## src/rtl/core/stxp_pkg.sv

```systemverilog
// ----------------------------------------------------------------------------
// stxp_pkg
// Shared types and constants for the STX/ETX frame parser core.
// ----------------------------------------------------------------------------
package stxp_pkg;

  // framing bytes and header overheads
  localparam logic [7:0]  START_BYTE       = 8'h02;
  localparam logic [7:0]  END_BYTE         = 8'h03;
  localparam logic [31:0] OVERHEAD_PLAIN   = 32'd11;
  localparam logic [31:0] OVERHEAD_CRC     = 32'd15;
  localparam logic [31:0] MAX_LENGTH_RESET = 32'd1000000;

  // result kinds
  localparam logic [1:0] KIND_DATA   = 2'd0;
  localparam logic [1:0] KIND_ACCEPT = 2'd1;
  localparam logic [1:0] KIND_DROP   = 2'd2;

  // drop causes
  localparam logic [2:0] CAUSE_NONE  = 3'd0;
  localparam logic [2:0] CAUSE_LONG  = 3'd1;
  localparam logic [2:0] CAUSE_SHORT = 3'd2;
  localparam logic [2:0] CAUSE_END   = 3'd3;
  localparam logic [2:0] CAUSE_CRC   = 3'd4;

  // width of the packed result data word (83 bits padded to bytes)
  localparam int unsigned RES_DATA_W = 88;

  // one result word
  typedef struct packed {
    logic [1:0]  kind;
    logic [7:0]  data;
    logic [7:0]  flags;
    logic [15:0] src;
    logic [15:0] dst;
    logic [31:0] count;
    logic [2:0]  cause;
  } result_t;

endpackage

```

## src/rtl/core/stx_etx_frame_parser_core.sv

```systemverilog
// ----------------------------------------------------------------------------
// stx_etx_frame_parser_core
// STX/ETX framed byte stream parser: payload words plus accept/drop results.
// ----------------------------------------------------------------------------
//  channel   dir  tdata                                  tuser
//  s_axis    in   [7:0] rx_byte                          [0] stream_lost
//  m_axis    out  [7:0] payload_byte, [15:8] flags,      [1:0] result_kind
//                 [31:16] src, [47:32] dst,
//                 [79:48] payload_count, [82:80] cause
//  cfg       in   cfg_wr_data = max_frame_length, written when cfg_wr_en
//
//  One input word per cycle while m_axis does not stall; a result word passes
//  through the input register, then the parser step, then the result register,
//  before it is offered on m_axis.
//  Words that make no result (header, hunting, lost stream) are absorbed.
//  m_axis stalls back-pressure s_axis once both registers are full.
//  rst is synchronous; max_frame_length resets to 1000000.
// ----------------------------------------------------------------------------
module stx_etx_frame_parser_core (
  input  logic        clk,
  input  logic        rst,
  // input stream
  input  logic        s_axis_tvalid,
  output logic        s_axis_tready,
  input  logic [7:0]  s_axis_tdata,   // [7:0] rx_byte
  input  logic [0:0]  s_axis_tuser,   // [0] stream_lost
  // result stream
  output logic        m_axis_tvalid,
  input  logic        m_axis_tready,
  output logic [stxp_pkg::RES_DATA_W-1:0] m_axis_tdata,
                                      // payload_byte, frame_flags, source_address,
                                      // destination_address, payload_count,
                                      // drop_cause, zero pad
  output logic [1:0]  m_axis_tuser,   // [1:0] result_kind
  // configuration
  input  logic        cfg_wr_en,
  input  logic [31:0] cfg_wr_data
);

  logic [31:0]       max_frame_length;
  logic              res_valid;
  logic              res_ready;
  stxp_pkg::result_t res;
  stxp_pkg::result_t res_q;

  // length limit register
  always_ff @(posedge clk) begin
    if (rst) begin
      max_frame_length <= stxp_pkg::MAX_LENGTH_RESET;
    end else if (cfg_wr_en) begin
      max_frame_length <= cfg_wr_data;
    end
  end

  stxp_parser u_parser (
    .clk       (clk),
    .rst       (rst),
    .in_tvalid (s_axis_tvalid),
    .in_tready (s_axis_tready),
    .in_byte   (s_axis_tdata),
    .in_lost   (s_axis_tuser[0]),
    .max_len   (max_frame_length),
    .res_ready (res_ready),
    .res_valid (res_valid),
    .res       (res)
  );

  stxp_out_reg u_out_reg (
    .clk       (clk),
    .rst       (rst),
    .load      (res_valid),
    .res_in    (res),
    .ready     (res_ready),
    .out_valid (m_axis_tvalid),
    .out_ready (m_axis_tready),
    .res_out   (res_q)
  );

  // output packing, lowest field first
  assign m_axis_tdata = {5'd0, res_q.cause, res_q.count, res_q.dst,
                         res_q.src, res_q.flags, res_q.data};
  assign m_axis_tuser = res_q.kind;

endmodule

```

## src/rtl/core/stxp_parser.sv

```systemverilog
// ----------------------------------------------------------------------------
// stxp_parser
// Input word register and frame state machine; produces at most one result
// word for each input word it consumes.
// ----------------------------------------------------------------------------
module stxp_parser (
  input  logic                 clk,
  input  logic                 rst,
  // input word side
  input  logic                 in_tvalid,
  output logic                 in_tready,
  input  logic [7:0]           in_byte,
  input  logic                 in_lost,
  // configuration
  input  logic [31:0]          max_len,
  // result side
  input  logic                 res_ready,
  output logic                 res_valid,
  output stxp_pkg::result_t    res
);

  // phase codes
  localparam logic [2:0] PH_HUNT    = 3'd0;
  localparam logic [2:0] PH_LEN     = 3'd1;
  localparam logic [2:0] PH_FLAGS   = 3'd2;
  localparam logic [2:0] PH_SRC     = 3'd3;
  localparam logic [2:0] PH_DST     = 3'd4;
  localparam logic [2:0] PH_PAYLOAD = 3'd5;
  localparam logic [2:0] PH_ETX     = 3'd6;
  localparam logic [2:0] PH_CRC     = 3'd7;

  // input register
  logic        in_valid;
  logic [7:0]  in_b;
  logic        in_l;
  logic        fire;

  // frame state
  logic [2:0]  phase,       phase_next;
  logic [1:0]  idx,         idx_next;
  logic [31:0] total_len,   total_len_next;
  logic        crc_follows, crc_follows_next;
  logic [7:0]  flags_held,  flags_held_next;
  logic [15:0] src_held,    src_held_next;
  logic [15:0] dst_held,    dst_held_next;
  logic [31:0] bytes_rem,   bytes_rem_next;
  logic [31:0] pay_len,     pay_len_next;

  logic [31:0] len_shift;
  logic        clear;

  assign fire      = in_valid && res_ready;
  assign in_tready = !in_valid || fire;
  assign len_shift = {total_len[23:0], in_b};

  // input word register
  always_ff @(posedge clk) begin
    if (rst) begin
      in_valid <= 1'b0;
    end else if (in_tready) begin
      in_valid <= in_tvalid;
    end
    if (in_tready && in_tvalid) begin
      in_b <= in_byte;
      in_l <= in_lost;
    end
  end

  // one step of the frame parser
  always_comb begin
    phase_next       = phase;
    idx_next         = idx;
    total_len_next   = total_len;
    crc_follows_next = crc_follows;
    flags_held_next  = flags_held;
    src_held_next    = src_held;
    dst_held_next    = dst_held;
    bytes_rem_next   = bytes_rem;
    pay_len_next     = pay_len;
    clear            = 1'b0;
    res_valid        = 1'b0;
    res.kind         = stxp_pkg::KIND_DATA;
    res.data         = 8'd0;
    res.flags        = flags_held;
    res.src          = src_held;
    res.dst          = dst_held;
    res.count        = pay_len;
    res.cause        = stxp_pkg::CAUSE_NONE;

    if (!in_valid) begin
      // empty input register: no step, no result
      res_valid = 1'b0;
    end else if (in_l) begin
      clear = 1'b1;
    end else begin
      case (phase)
        PH_HUNT: begin
          if (in_b == stxp_pkg::START_BYTE) begin
            phase_next = PH_LEN;
          end
        end
        PH_LEN: begin
          total_len_next = len_shift;
          if (idx != 2'd3) begin
            idx_next = idx + 2'd1;
          end else if (len_shift > max_len) begin
            res_valid = 1'b1;
            res.kind  = stxp_pkg::KIND_DROP;
            res.cause = stxp_pkg::CAUSE_LONG;
            clear     = 1'b1;
          end else if (len_shift < stxp_pkg::OVERHEAD_PLAIN) begin
            res_valid = 1'b1;
            res.kind  = stxp_pkg::KIND_DROP;
            res.cause = stxp_pkg::CAUSE_SHORT;
            clear     = 1'b1;
          end else begin
            idx_next   = 2'd0;
            phase_next = PH_FLAGS;
          end
        end
        PH_FLAGS: begin
          flags_held_next  = in_b;
          crc_follows_next = in_b[0];
          if (in_b[0] && (total_len < stxp_pkg::OVERHEAD_CRC)) begin
            // short CRC frame reports the flags just read
            res_valid = 1'b1;
            res.kind  = stxp_pkg::KIND_DROP;
            res.flags = in_b;
            res.cause = stxp_pkg::CAUSE_SHORT;
            clear     = 1'b1;
          end else begin
            pay_len_next = total_len - (in_b[0] ? stxp_pkg::OVERHEAD_CRC
                                                : stxp_pkg::OVERHEAD_PLAIN);
            idx_next     = 2'd0;
            phase_next   = PH_SRC;
          end
        end
        PH_SRC: begin
          src_held_next = {src_held[7:0], in_b};
          if (idx == 2'd0) begin
            idx_next = 2'd1;
          end else begin
            idx_next   = 2'd0;
            phase_next = PH_DST;
          end
        end
        PH_DST: begin
          dst_held_next = {dst_held[7:0], in_b};
          if (idx == 2'd0) begin
            idx_next = 2'd1;
          end else begin
            idx_next       = 2'd0;
            bytes_rem_next = pay_len;
            phase_next     = (pay_len == 32'd0) ? PH_ETX : PH_PAYLOAD;
          end
        end
        PH_PAYLOAD: begin
          res_valid      = 1'b1;
          res.kind       = stxp_pkg::KIND_DATA;
          res.data       = in_b;
          bytes_rem_next = bytes_rem - 32'd1;
          if (bytes_rem == 32'd1) begin
            phase_next = PH_ETX;
          end
        end
        PH_ETX: begin
          if (in_b != stxp_pkg::END_BYTE) begin
            res_valid = 1'b1;
            res.kind  = stxp_pkg::KIND_DROP;
            res.cause = stxp_pkg::CAUSE_END;
            clear     = 1'b1;
          end else if (!crc_follows) begin
            res_valid = 1'b1;
            res.kind  = stxp_pkg::KIND_ACCEPT;
            clear     = 1'b1;
          end else begin
            idx_next   = 2'd0;
            phase_next = PH_CRC;
          end
        end
        PH_CRC: begin
          if (idx != 2'd3) begin
            idx_next = idx + 2'd1;
          end else begin
            res_valid = 1'b1;
            res.kind  = stxp_pkg::KIND_DROP;
            res.cause = stxp_pkg::CAUSE_CRC;
            clear     = 1'b1;
          end
        end
        default: begin
          clear = 1'b1;
        end
      endcase
    end

    // end of frame, dropped frame or lost stream: back to hunting with clean state
    if (clear) begin
      phase_next       = PH_HUNT;
      idx_next         = 2'd0;
      total_len_next   = 32'd0;
      crc_follows_next = 1'b0;
      flags_held_next  = 8'd0;
      src_held_next    = 16'd0;
      dst_held_next    = 16'd0;
      bytes_rem_next   = 32'd0;
      pay_len_next     = 32'd0;
    end
  end

  // frame state registers
  always_ff @(posedge clk) begin
    if (rst) begin
      phase       <= PH_HUNT;
      idx         <= 2'd0;
      total_len   <= 32'd0;
      crc_follows <= 1'b0;
      flags_held  <= 8'd0;
      src_held    <= 16'd0;
      dst_held    <= 16'd0;
      bytes_rem   <= 32'd0;
      pay_len     <= 32'd0;
    end else if (fire) begin
      phase       <= phase_next;
      idx         <= idx_next;
      total_len   <= total_len_next;
      crc_follows <= crc_follows_next;
      flags_held  <= flags_held_next;
      src_held    <= src_held_next;
      dst_held    <= dst_held_next;
      bytes_rem   <= bytes_rem_next;
      pay_len     <= pay_len_next;
    end
  end

  // checks
  a_data_no_cause: assert property (@(posedge clk) disable iff (rst)
    (in_valid && res_valid && res.kind == stxp_pkg::KIND_DATA)
      |-> res.cause == stxp_pkg::CAUSE_NONE)
    else $error("payload word carries a drop cause");

  a_drop_has_cause: assert property (@(posedge clk) disable iff (rst)
    (in_valid && res_valid && res.kind == stxp_pkg::KIND_DROP)
      |-> res.cause != stxp_pkg::CAUSE_NONE)
    else $error("drop without a cause");

  a_hunt_clean: assert property (@(posedge clk) disable iff (rst)
    (phase == PH_HUNT) |-> (bytes_rem == 32'd0 && pay_len == 32'd0
                            && flags_held == 8'd0))
    else $error("frame state not cleared while hunting");

  a_payload_nonzero: assert property (@(posedge clk) disable iff (rst)
    (phase == PH_PAYLOAD) |-> (bytes_rem != 32'd0))
    else $error("payload phase with no bytes left");

  a_state_holds: assert property (@(posedge clk) disable iff (rst)
    !fire |=> $stable(phase) && $stable(bytes_rem))
    else $error("parser state moved without a consumed word");

endmodule

```

## src/rtl/core/stxp_out_reg.sv

```systemverilog
// ----------------------------------------------------------------------------
// stxp_out_reg
// Result register: holds one result word until the downstream side takes it.
// ----------------------------------------------------------------------------
module stxp_out_reg (
  input  logic              clk,
  input  logic              rst,
  // from parser
  input  logic              load,
  input  stxp_pkg::result_t res_in,
  output logic              ready,
  // downstream
  output logic              out_valid,
  input  logic              out_ready,
  output stxp_pkg::result_t res_out
);

  // free when empty or being drained this cycle
  assign ready = !out_valid || out_ready;

  always_ff @(posedge clk) begin
    if (rst) begin
      out_valid <= 1'b0;
    end else if (ready) begin
      out_valid <= load;
    end
    if (ready && load) begin
      res_out <= res_in;
    end
  end

endmodule
```

## config.mk

```make
export PLATFORM = sky130hd
export DESIGN_NAME = stx_etx_frame_parser_core
export DESIGN_NICKNAME = d
export VERILOG_FILES = /design/src/rtl/core/stxp_pkg.sv /design/src/rtl/core/stx_etx_frame_parser_core.sv /design/src/rtl/core/stxp_parser.sv /design/src/rtl/core/stxp_out_reg.sv
export SDC_FILE = /design/constraint.sdc
export NUM_CORES = 1
export LEC_CHECK = 0
export BUFFER_PORTS_ARGS = -buffer_cell sky130_fd_sc_hd__buf_2
export CAP_MARGIN = 20
export CORE_UTILIZATION = 40
export DETAILED_ROUTE_END_ITERATION = 12
export PLACE_DENSITY = 0.65
export SLEW_MARGIN = 20
export SYNTH_ARGS = -nofsm -noshare
export SYNTH_HDL_FRONTEND = slang
export SYNTH_SLANG_ARGS = --single-unit
export TNS_END_PERCENT = 100
```

## constraint.sdc

```tcl
create_clock -name clk -period 8.05 [get_ports clk]
set_clock_uncertainty 0.1 [all_clocks]
set_input_delay 0.4025 -clock clk [delete_from_list [all_inputs] [get_ports clk]]
set_output_delay 0.4025 -clock clk [all_outputs]
set_load 0.02 [all_outputs]
```

-- Word level (Yosys, flattened, before mapping)
Index checks and enable logic that the tools add are counted.
- register bits: 270
- output and inout port bits: 92
- input port bits: 46
- logic and storage cells: 175
- eq/ne operators: 26
- reductions and logical operators: 30
- muxes and demuxes: 90
- add/subtract/negate cells: 3
- bitwise gates (word level): 2
- magnitude comparators: 3
- operators with widths (cell ; count):
    two-way mux 32 bit ; 13
    two-way mux 16 bit ; 8
    < comparator 32 x 4 -> 1 bit, second input constant ; 2
    two-way mux 8 bit ; 8
    case mux 32 bit (2 select lines) ; 1
    two-way mux 3 bit ; 17
    two-way mux 2 bit ; 20
    == test 32 x 1 -> 1 bit, second input constant ; 1
    greater-than comparator 32 bit ; 1
    zero test 32 bit ; 1
    subtractor 32 x 1 -> 32 bit, second input constant ; 1
    subtractor 32 bit ; 1
    != test 3 x 2 -> 1 bit, second input constant ; 7
    case mux 3 bit (7 select lines) ; 1
    two-way mux 1 bit ; 17
    AND reduction 4 bit ; 4
    AND reduction 14 bit ; 1
    == test 3 bit, second input constant ; 4
    != test 3 x 1 -> 1 bit, second input constant ; 4
    case mux 3 bit (4 select lines) ; 1
    case mux 2 bit (5 select lines) ; 1
    AND reduction 10 bit ; 1
    AND reduction 5 bit ; 2
    nonzero test 2 bit ; 5
    other kinds (22) ; 32

-- Logic depth before layout (Yosys ltp)
- depth in word-level cells: 9
- depth in mapped cells: 12

-- Modules after synthesis
From an unflattened synthesis, not the netlist that was laid out.
- cells, all modules: 1215
- area total of the unflattened synthesis: 12404.4 µm²
- by module, submodules not included (module ; times used ; area an instance (µm²) ; seq. area each (µm²) ; cells each):
    stxp_parser ; 1 ; 8585.7 ; 3113.0 ; 1016
    stxp_out_reg ; 1 ; 2607.5 ; 2572.5 ; 90
    stx_etx_frame_parser_core ; 1 ; 1211.2 ; 640.6 ; 109

-- Worst setup path after synthesis
Ideal clock, no wire load.
- path type: flip-flop to flip-flop
- start point: register u_parser.total_len[9]
- end point: register u_out_reg.res_out[0] (netlist name) (enable)
- setup time: 0.529 ns
- arrival: 5.808 ns
- setup slack: 1.612 ns
- stages on the path, launching flop included: 10
- required time: 7.421 ns
- path through: dfxtp_1 -> buf_6 -> or4_4 -> or4b_4 -> a2111oi_4 -> o21ai_2 -> nor2b_4 -> a21oi_1 -> o21ai_0 -> nor2_1
- longest elaborated chain between the ends: 8
- ends and longest elaborated chain (element ; RTL line ; RTL):
    start, declared ; stxp_parser.sv:41 ; logic [31:0] total_len, total_len_next;
    start signal, assigned ; stxp_parser.sv:226 ; total_len <= total_len_next;
    < comparator 32 x 4 -> 1 bit ; stxp_parser.sv:111 ; end else if (len_shift < stxp_pkg::OVERHEAD_PLAIN) begin
    two-way mux 1 bit ; stxp_parser.sv:111 ;
    two-way mux 1 bit ; stxp_parser.sv:106 ; end else if (len_shift > max_len) begin
    two-way mux 1 bit ; stxp_parser.sv:104 ; if (idx != 2'd3) begin
    case mux 1 bit (5 select lines) * ; stxp_parser.sv:96 ; case (phase)
    two-way mux 1 bit * ; stxp_parser.sv:93 ; end else if (in_l) begin
    two-way mux 1 bit * ; stxp_parser.sv:90 ; if (!in_valid) begin
    logical AND 1 bit * ; stxp_out_reg.sv:27 ; if (ready && load) begin
    end signal, assigned ; stxp_out_reg.sv:28 ; res_out <= res_in;
    end, declared ; stxp_out_reg.sv:15 ; output stxp_pkg::result_t res_out
Mark *: on every way between the ends. The rest lies on a longest branch, timed or not.
A chain may end at the register's enable or synchronous reset.

-- Worst setup path in the final report
- start point: register u_parser.total_len[4]
- end point: register u_out_reg.res_out[14] (netlist name) (enable)
Same word-level chain as after synthesis.

==> impl_metrics.toml <==
[final_layout]
diodes = 0
num-nets-final = 1501
area_delta_synth_final_pct = 17.80
fin_cells = 1828
final_layout_size_suffix_gt1_share_pct = 17.52

[setup_path]
arrival_ns = 4.48
cp_num_buf_inv = 1
slowest_stage = "buf_4"
setup.worst_path.start_class = "flip-flop"
reg2reg_setup_slack_ns = 3.63
r2r_cells = 9
critical-path-max-stage-delay_ns = 0.76
endpoint_kind = "flip-flop"
critPathKind = "flip-flop to flip-flop"
critical_path_cell_count = 9
critPathTopFamily = "simple AND/OR/NAND/NOR gates"
timing.critical_path.cells = "or4_4, nor4b_1, nand4_1, nand2_1, nor2b_4, a21oi_1, o21ai_0, nor2_4, buf_4"
setup.worst_path.start = "u_parser.total_len[4]"
worst_r2r_endpoint = "u_out_reg.res_out[14]"
timing_endpoint_of_the_critical_path = "u_out_reg.res_out[14]"
timing.critical_path.required_ns = 8.11
worstReg2RegStart = "u_parser.total_len[4]"
cp_max_fo = 66

[timing]
setup_total_neg_slack_ns = 0
maxSlewHeadroom_pct = 30.23
period_minus_slack_ns = 4.418
report.final.slew_viol_count = 0
timing.final.hold_violations = 0
tightestPinTransition_ns = 1.047
rsz0062_at_grt = "false"
post-route-period-util_pct = 54.89
max_freq_ghz = 0.2263
setup_violations = 0

[logic_synthesis]
post_synth_inst_count = 1285
synthTopCellsByArea = "dfxtp_1, edfxtp_1, nand2_1"
ys_seq_area_share_pct = 51.27
syn_area_per_cell_sq_um = 9.603
synth-edff-count = 94
synth_commonest_cells = "nand2_1, dfxtp_1, a21oi_1, edfxtp_1, nor2_1"
synth-async-reset-ratio_pct = 0
synth.most_common_cell = "nand2_1"
yosysWarnings = 0
synth.top_cell.area_share_pct = 28.39
synth_largest_area_cell = "dfxtp_1"
synth_flop_cell = "dfxtp_1"
mappedNetlistArea_sq_um = 12340
netlist-cell-type-count = 72
synth.ff_latch_count = 269

[run_status]
outcome = "complete, no violations"

[cts]
clock_pin_slew_worst_setup_and_hold_paths_ns = 0.06
cts_buffer_depth = 3
clk-insertion-delay-late_ns = 0.56
cts.sinks = 269
cts_resized = 0
root_buffer = "clkbuf_16"
cts_tree = "done"
cts_inserted_buffers = 28
h-tree-depth = 1
cts_setup_buffers = 0

[placement]
dp_hpwl_microns = 23380
placed_cells_incl_taps = 1746
gp_congestion = 0.9059
number_of_buffer_cells_added_on_primary_ports = 132

[power_and_ir_drop]
vdd_drop_max_mv = 0.1895
leakage_nw = 5.554
power.density_cell_area_nw_per_um2 = 202.3

[grt]
vias_in_the_first_global_route = 9438
grt_antenna_before_repair = 0
grt_first_pass_wirelength_microns = 52030
globalRouteTotalUtil_pct = 21.03
largest_net_degree_at_the_start_of_global_routing = 68
overflow = 0

[hold_path]
hold-path-cell-count = 3
hold_class = "primary input to flip-flop"

[route]
num_vias = 10001
count_of_antenna_violating_nets_left_after_detailed_routing = 0
wl_per_cell_microns = 18.23
avgViaCountPerCell = 5.471
drt_iter0_markers = 814
drt_first_pass_iters = 5
detail_route.wirelength_microns = 33320
drc = 0

[floorplanning]
die_width_microns = 177.6
initial_utilization_pct = 41.19
top_level_ports = 138
core-area_sq_um = 29950
core.rowCount = 63
die_height_microns = 177.6
die-area_sq_um = 31550

[run]
drv.max_cap_violation_count = 0
[cells by family (layout without fill, tap and decap cells)]
logic type      after synthesis  after routing  share of synthesized area (%)
compound gates              296            296                          16.29
xor+xnor                     29             29                          2.058
fa+ha+maj                    39             39                          3.955
buf+inv                     137            286                          4.674
flops                       269            269                          51.27
mux                          25             25                          2.028
other cells                   1              5                        0.03039
simple gates                489            489                          19.69
[flip-flops by register name, indices dropped and copies added, names as in the netlist]
| name | flops |
|---|---|
| u_parser.bytes_rem | 32 |
| u_parser.in_valid | 1 |
| u_parser.src_held | 16 |
| u_out_reg.out_valid | 1 |
| u_parser.pay_len | 32 |
| u_out_reg.res_out | 85 |
| u_parser.flags_held | 8 |
| u_parser.idx | 2 |
| u_parser.in_l | 1 |
| u_parser.phase | 3 |
| u_parser.in_b | 8 |
| max_frame_length | 32 |
| u_parser.dst_held | 16 |
| u_parser.total_len | 32 |
[worst min-delay path by stage]
stage,start,end
global placement,u_parser.src_held[8],u_out_reg.res_out[59]
floorplan,u_parser.dst_held[8],u_out_reg.res_out[43]
global route,cfg_wr_data[20],max_frame_length[20]
finish,cfg_wr_data[10],max_frame_length[10]
CTS,cfg_wr_data[22],max_frame_length[22]
detailed placement,u_parser.src_held[8],u_out_reg.res_out[59]
[per-layer routing]
layer | GRT usage, % | up-vias | part of all wire [%] | routed length (microns)
met2 | 32.75 | 336 | 45 | 14860
met5 | 0 | - | 0 | 0
met1 | 29.23 | 4693 | 46 | 15170
met3 | 4.370 | 55 | 7.5 | 2498
li1 | - | 4917 | - | -
met4 | 6.339 | 0 | 2.4 | 803
[power breakdown]
group	internal, mW	switching (mW)	total [mW]
Sequential	1.42	0.0253	1.45
Clock	0.797	0.533	1.33
Combinational	0.0626	0.102	0.164
[worst min-delay path, delay by kind of cell]
kind                   cells  cell delay (ns)
buffers and inverters      1             0.08
AND/OR/NAND/NOR            1             0.08
multiplexers               1             0.06
[layout make-up]
cell class                      count  area [sq um]
Timing Repair Buffer              172          1056
Sequential cell                   269          6326
Fill cell                        2873         15420
Multi-Input combinational cell    883          5485
Clock buffer                       42         815.8
Tap cell                          390         488.0
Inverter                           62         232.7
Clock inverter                     10         131.4
[layout by cell type (no fill, tap or decap), types with 6 or more instances in the layout]
cell / n
nand3_1: 58
a22o_1: 8
ha_1: 39
buf_2: 131
clkbuf_16: 30
nor2b_1: 6
dlygate4sd3_1: 29
nor4_1: 28
nand4_1: 15
or3_1: 15
clkbuf_1: 10
nand3_2: 20
nand2_1: 197
nor3_1: 30
mux2i_1: 25
or4_1: 7
a21oi_1: 108
a21oi_2: 21
o32ai_1: 10
o31ai_1: 8
xor2_1: 20
and3_1: 13
dfxtp_1: 175
inv_1: 61
o21ai_0: 44
o2bb2ai_1: 21
o211ai_1: 13
buf_4: 11
xnor2_1: 9
a211oi_1: 6
nor2_1: 70
edfxtp_1: 94
[stage by stage]
stage / setup WS, ns / total power [mW] / area [sq um] / hold WS, ns / util, %
final: 3.632 / 2.940 / 14540 / 0.01158 / 48.53
after global routing: 3.218 / 3.041 / 14540 / 0.006524 / 48.53
after CTS: 3.628 / 2.959 / 14510 / 0.0001728 / 48.43
after detailed placement: 3.635 / 1.625 / 13270 / 0.3163 / 44.30
after global placement: 3.738 / 1.622 / 13270 / 0.3145 / 44.30
after floorplan: 1.612 / 1.573 / 12350 / 0.3081 / -
[what timing repair did]
item                                   CTS  global route
endpoints found under the hold margin   29             0
hold buffers                            29             0
setup endpoints to repair                0             0
Power figures use the tool's default switching activity.
